File: src/rtl/vrtc_pkg.sv
// Shared types, codes, constants and trig helpers for the vertex rotate/translate block.
package vrtc_pkg;

  typedef logic [2:0][31:0] vec_t;

  typedef enum logic [1:0] {
    FN_CLEAR     = 2'd0,
    FN_LOAD      = 2'd1,
    FN_TRANSLATE = 2'd2,
    FN_ROTATE    = 2'd3
  } func_e;

  localparam logic [1:0] AXIS_X = 2'd0;
  localparam logic [1:0] AXIS_Y = 2'd1;
  localparam logic [1:0] AXIS_Z = 2'd2;

  localparam logic CFG_SHIFT_STEP = 1'b0;
  localparam logic CFG_ANGLE_STEP = 1'b1;

  localparam logic [15:0] SHIFT_STEP_RST = 16'd3277;
  localparam logic [4:0]  ANGLE_STEP_RST = 5'd3;

  localparam logic [31:0] COORD_MAX = 32'h7FFF_FFFF;
  localparam logic [31:0] COORD_MIN = 32'h8000_0000;

  localparam int DEG_QUARTER = 90;
  localparam int DEG_HALF    = 180;
  localparam int DEG_3QUART  = 270;
  localparam int DEG_FULL    = 360;
  localparam int ANG_OFFSET  = 22 * DEG_FULL;
  localparam int RECIP_360   = 2912;
  localparam int RECIP_SHIFT = 20;
  localparam int TRIG_FRAC   = 14;

  localparam logic signed [36:0] SAT_HI = 37'sd2147483647;
  localparam logic signed [36:0] SAT_LO = -37'sd2147483648;

  typedef struct packed {
    logic               rot;
    logic [1:0]         axis;
    logic               set;
    logic [4:0]         idx;
    logic signed [13:0] ang;
    logic signed [24:0] trans;
    vec_t               cen;
  } s1_t;

  localparam logic [14:0] SIN_TAB [91] = '{
    15'd0,     15'd286,   15'd572,   15'd857,   15'd1143,  15'd1428,  15'd1713,
    15'd1997,  15'd2280,  15'd2563,  15'd2845,  15'd3126,  15'd3406,  15'd3686,
    15'd3964,  15'd4240,  15'd4516,  15'd4790,  15'd5063,  15'd5334,  15'd5604,
    15'd5872,  15'd6138,  15'd6402,  15'd6664,  15'd6924,  15'd7182,  15'd7438,
    15'd7692,  15'd7943,  15'd8192,  15'd8438,  15'd8682,  15'd8923,  15'd9162,
    15'd9397,  15'd9630,  15'd9860,  15'd10087, 15'd10311, 15'd10531, 15'd10749,
    15'd10963, 15'd11174, 15'd11381, 15'd11585, 15'd11786, 15'd11982, 15'd12176,
    15'd12365, 15'd12551, 15'd12733, 15'd12911, 15'd13085, 15'd13255, 15'd13421,
    15'd13583, 15'd13741, 15'd13894, 15'd14044, 15'd14189, 15'd14330, 15'd14466,
    15'd14598, 15'd14726, 15'd14849, 15'd14968, 15'd15082, 15'd15191, 15'd15296,
    15'd15396, 15'd15491, 15'd15582, 15'd15668, 15'd15749, 15'd15826, 15'd15897,
    15'd15964, 15'd16026, 15'd16083, 15'd16135, 15'd16182, 15'd16225, 15'd16262,
    15'd16294, 15'd16322, 15'd16344, 15'd16362, 15'd16374, 15'd16382, 15'd16384
  };

  function automatic logic signed [15:0] sin_deg(input logic [8:0] d);
    logic [8:0]         k;
    logic               neg;
    logic signed [15:0] mag;
    if (d <= 9'(DEG_QUARTER)) begin
      k   = d;
      neg = 1'b0;
    end else if (d <= 9'(DEG_HALF)) begin
      k   = 9'(DEG_HALF) - d;
      neg = 1'b0;
    end else if (d <= 9'(DEG_3QUART)) begin
      k   = d - 9'(DEG_HALF);
      neg = 1'b1;
    end else begin
      k   = 9'(DEG_FULL) - d;
      neg = 1'b1;
    end
    mag = $signed({1'b0, SIN_TAB[k[6:0]]});
    return neg ? -mag : mag;
  endfunction

  function automatic logic [31:0] sat32(input logic signed [36:0] v);
    logic [31:0] r;
    if (v > SAT_HI) begin
      r = COORD_MAX;
    end else if (v < SAT_LO) begin
      r = COORD_MIN;
    end else begin
      r = v[31:0];
    end
    return r;
  endfunction

endpackage

File: src/rtl/vrtc_bbox.sv
// Running bounding box of the cage vertices and its centre.
module vrtc_bbox import vrtc_pkg::*; (
  input  logic clk_i,
  input  logic rst_ni,
  input  logic clr_i,
  input  logic upd_i,
  input  vec_t pt_i,
  output vec_t cen_o
);

  vec_t min_q, min_d;
  vec_t max_q, max_d;
  logic signed [32:0] sum;

  always_comb begin
    min_d = min_q;
    max_d = max_q;
    if (clr_i) begin
      min_d = {3{COORD_MAX}};
      max_d = {3{COORD_MIN}};
    end else if (upd_i) begin
      for (int k = 0; k < 3; k++) begin
        if ($signed(pt_i[k]) < $signed(min_q[k])) begin
          min_d[k] = pt_i[k];
        end
        if ($signed(pt_i[k]) > $signed(max_q[k])) begin
          max_d[k] = pt_i[k];
        end
      end
    end
  end

  always_ff @(posedge clk_i or negedge rst_ni) begin
    if (!rst_ni) begin
      min_q <= {3{COORD_MAX}};
      max_q <= {3{COORD_MIN}};
    end else begin
      min_q <= min_d;
      max_q <= max_d;
    end
  end

  // empty box gives a zero centre
  always_comb begin
    cen_o = '0;
    sum   = '0;
    for (int k = 0; k < 3; k++) begin
      sum = $signed({min_q[k][31], min_q[k]}) + $signed({max_q[k][31], max_q[k]});
      if ($signed(min_q[k]) <= $signed(max_q[k])) begin
        cen_o[k] = sum[32:1];
      end
    end
  end

endmodule

File: config.mk
export PLATFORM = sky130hd
export DESIGN_NAME = vrtc_bbox
export DESIGN_NICKNAME = d
export VERILOG_FILES = /design/src/rtl/vrtc_pkg.sv /design/src/rtl/vrtc_bbox.sv
export SDC_FILE = /design/constraint.sdc
export NUM_CORES = 1
export LEC_CHECK = 0
export BUFFER_PORTS_ARGS = -buffer_cell sky130_fd_sc_hd__buf_2
export CAP_MARGIN = 20
export CORE_MARGIN = 1.5
export CORE_UTILIZATION = 62
export DETAILED_ROUTE_END_ITERATION = 10
export GPL_ROUTABILITY_DRIVEN = 0
export PLACE_DENSITY = 0.82
export SLEW_MARGIN = 20
export SYNTH_ARGS = -nofsm -noshare
export SYNTH_HDL_FRONTEND = slang
export SYNTH_SLANG_ARGS = --single-unit
File: constraint.sdc
create_clock -name clk_i -period 3.85 [get_ports clk_i]
set_input_delay 0.5775 -clock clk_i [delete_from_list [all_inputs] [get_ports clk_i]]
set_output_delay 0.5775 -clock clk_i [all_outputs]
set_load 0.01 [all_outputs]
-- Yosys cells after proc, flatten, opt, wreduce, memory -nomap -nowiden
Index checks and enable logic that the tools add are counted.
- output and inout bits: 96
- bits in registers: 192
- input bits: 100
- RAM bits: 0
- bits in latches: 0
- logic and storage cells: 44
- memories: 0
- memory bits (read-only): 0
- multipliers: 0
- magnitude comparators: 9
- equality and inequality tests: 0
- add/sub/neg operators: 3
- shift-type cells: 0
- bitwise logic cells: 0
- multiplexer cells: 13
- divide/modulo/power cells: 0
- reduce and logical (&&, ||, !) cells: 13
- operators with widths (operator ; number):
    $mux W96 ; 4
    $mux W32 ; 9
    $add A32 B32 Y33 ; 3
    $gt A32 B32 Y1 ; 3
    $le A32 B32 Y1 ; 3
    $lt A32 B32 Y1 ; 3
    $reduce_bool A2 Y1 ; 7
    $reduce_and A2 Y1 ; 6

-- Longest topological paths before layout
- depth after elaboration: 4
- mapped depth: 13

-- Least setup slack after synthesis
Ideal clock, no wire load.
- path type: register to output
- start point: register min_q[74] in the netlist's numbering
- end point: output cen_o[94] in the netlist's numbering
- buffers on the path: 0
- path slack: 0.528 ns
- arrival: 2.745 ns
- stages on the path, launching flop included: 11
- path through: dfstp_2 ha_1 or2_1 or4_1 a211o_1 a31oi_2 o21ai_2 a221oi_4 a311oi_1 xnor2_1 nor2_1
- RTL lines (element ; line ; text):
    from (decl) ; vrtc_bbox.sv:11 ; vec_t min_q, min_d;
    from (signal assigned) ; vrtc_bbox.sv:35 ; min_q <= {3{COORD_MAX}};
    from (signal assigned) ; vrtc_bbox.sv:38 ; min_q <= min_d;
    to (decl) ; vrtc_bbox.sv:8 ; output vec_t cen_o

==> key figures <==
Floorplan
  • Die area: about 33000 um^2
  • Die Y: 182 um
  • Initial Util: 63.1%
  • Boundary Pins: 196
  • Core area: roughly 32000 um^2
  • Die X: ~180 um
  • Row cnt: between 60 and 70

CTS
  • CTS Buffer Depth: 2
  • # H-tree levels: 4
  • CTS clk-pin slew, worst paths: roughly 0.080 ns
  • Hold Buf Count CTS: 0
  • Clock root cell: clkbuf_16
  • CTS tree: built
  • Clk_lat worst skew: 0.47 ns
  • Clock sinks: between 150 and 200
  • Num CTS Buffers: 17

Min path
  • Min-Delay Path Class: in -> async

Timing
  • # setup viols final: between 60 and 70
  • Max-slew violations: 0
  • Slew of the pin with the lowest slew margin: about 0.75 ns
  • Final hold vios: 0
  • RSZ-0062 raised after global routing: true
  • Min cycle time layout: between 4 and 5 ns
  • Final setup margin: -0.230 ns
  • Period utilization: 106%
  • Layout Skew: 0.0134 ns
  • Max Fclk: ~0.25 GHz
  • Setup TNS: -7.22 ns
  • Slew margin rel.: between 40% and 50%

Pwr
  • Leak pwr: 11.5 nW
  • Power Density: between 500 and 600 nW/um^2
  • Total power: approximately 13 mW
  • Peak VDD IR: between 0.3 and 0.4 mV

Layout
  • Non-Filler Instances: 3049
  • Commonest non-fill, non-tap cell in the layout: ha_1
  • Sequential Area: 4930 um^2
  • Most frequent cells in the layout: ha_1, inv_1, nor2_1
  • Layout area overhead: 21.9%
  • Share of cells above drive strength 1: 25.2%
  • Fill cell count: about 2.0k
  • Total Nets Final: around 3.1k
  • Area of the multi-input gates: about 15000 um^2

Logic synthesis
  • Syn Std Cell Area: between 15000 and 20000 um^2
  • Mapped Nets: approximately 2.9k
  • Ys async rst share: 100%
  • Sequential-to-total area share from yosys stat: between 20% and 30%
  • Dominant synthesized flop cell: dfstp_2
  • YS warnings: 0
  • Syn Area/Cell: around 8.4 um^2
  • Yosys reg bits: ~190
  • Post-synth EDFFs: 0
  • Post-synthesis instance total: between 2k and 2.5k
  • Unique cell type count in the Yosys netlist: 85

GRT
  • Initial antenna violation count: 7
  • First-pass GRT wire length: 93000 um
  • Overflow after GRT: 0
  • Total GRT Usage: about a third
  • Largest net degree at the start of global routing: 68
  • Vias in the first global route: between 15k and 20k

Critical path
  • Crit Path Class: reg -> out
  • Reg2reg path depth: 13
  • Crit Path Max Fanout: 3
  • Worst path required time: between 3 and 4 ns
  • Crit path DAT: around 3.5 ns
  • Worst setup EP type: output port
  • CP Launch Type: flip-flop

Drt
  • Drc violations: 0
  • Pre-antenna DRT Iters: 6
  • Antenna Violating Nets Remaining: 0
  • Via count: approximately 20k
  • Initial DRC count: around 1.9k
  • Routed len/inst: about 21 um
  • Drt total wl: roughly 64000 um
  • DR vias/cell: 6.51

Outcome
  • Failing checks: setup timing
  • Run status: complete, but fails checks

Place
  • Dpl ws: ~0.040 ns
  • Placed Cells incl. Taps: 2932
  • Hpwl dp: approximately 42000 um
  • Port bufs: approximately 200

Run
  • Max_cap viols: 0
## power breakdown
group	internal, mW	switching, mW
clock network	0.932	0.916
logic	3.81	5.11
registers	2.39	0.288
## cells in the mapped netlist (18+ instances only)
cell / number / share of area, %
a21o_1: 62 / 2.3
a21oi_1: 183 / 4.6
a31oi_1: 46 / 1.4
clkbuf_1: 66 / 1.2
dfrtp_1: 96 / 12
dfstp_2: 96 / 13
ha_1: 381 / 24
inv_1: 279 / 5.3
mux2i_1: 103 / 5.2
nand2_1: 130 / 2.5
nand2b_1: 25 / 0.79
nand3_1: 26 / 0.65
nand4_1: 52 / 1.6
nor2_1: 282 / 5.3
nor2b_1: 26 / 0.82
nor3_1: 67 / 1.7
nor4_1: 18 / 0.57
o211ai_1: 80 / 3.0
o21ai_0: 57 / 1.4
o21bai_1: 26 / 0.98
xnor2_1: 74 / 3.3
## registers in the layout, indices dropped and copies added, names as in the netlist
register  cells
max_q        96
min_q        96
## per-layer routing
metal	part of all wire [%]	GRT usage [%]	vias up	wire length (um)
met5	0	0	-	0
met4	5.5	16.3	0	3510
met3	8.0	4.87	302	5110
met2	48	58.9	1086	30600
met1	39	42.8	9557	24800
li1	-	-	8900	-
## kinds of logic after synthesis
family                   Yosys count  share of synthesized area [%]
AND/OR/NAND/NOR                  677                           15.8
multiplexers                     103                           5.18
AO/OA/AOI/OAI                    576                           19.2
XOR/XNOR                          81                           3.56
adder cells (fa/ha/maj)          384                           24.2
flip-flops                       192                           24.7
buffers and inverters            369                           7.22
## cell type report
| type | count | area share (%) |
|---|---|---|
| Tap cell | 402 | 2.07 |
| Clock inverter | 14 | 0.618 |
| Clock buffer | 18 | 1.81 |
| Sequential cell | 192 | 20.3 |
| Timing Repair Buffer | 312 | 9.24 |
| Inverter | 282 | 4.37 |
| Multi-Input combinational cell | 1821 | 61.5 |
| Antenna cell | 8 | 0.0825 |
## critical path, stage by stage, from the launching register on
cell       delay [ns]
dfstp_2          0.55
ha_4             0.13
inv_2            0.03
fa_2             0.36
o21bai_4         0.15
a211oi_2         0.11
a211oi_2         0.34
nor2_4           0.07
o21ai_4          0.24
buf_6            0.14
a2111oi_4        0.07
nor2_2           0.22
mux2i_2          0.33
a31oi_4          0.12
buf_2            0.17
## metrics by stage
stage               utilization (%)  hold WS [ns]  cell area [um^2]
CTS                            72.2        0.0893             22800
floorplan                         -         0.282             19900
finish                         76.9        0.0752             24300
detailed placement             67.9         0.523             21400
global placement               67.9         0.512             21400
global route                   76.9         0.108             24300
## final timing paths
check	from	endpoint	slack (ns)
max reg2reg	min_q[75]	min_q[79]	0.26
min in group clk_i	pt_i[27]	min_q[27]	0.38
max in group asynchronous	rst_ni	min_q[57]	2.86
min reg2reg	min_q[72]	min_q[72]	0.54
max	min_q[32]	cen_o[55]	-0.23
min	rst_ni	max_q[11]	0.08
## timing repair
| action | in CTS | in global routing |
|---|---|---|
| buffers inserted | 36 | 38 |
| pin swaps | 62 | 121 |
| gates resized for setup | 94 | 235 |
| gates cloned | 2 | 6 |
| endpoints found under the setup margin | 96 | 96 |
Note: power is estimated with default switching activity, not from simulation.
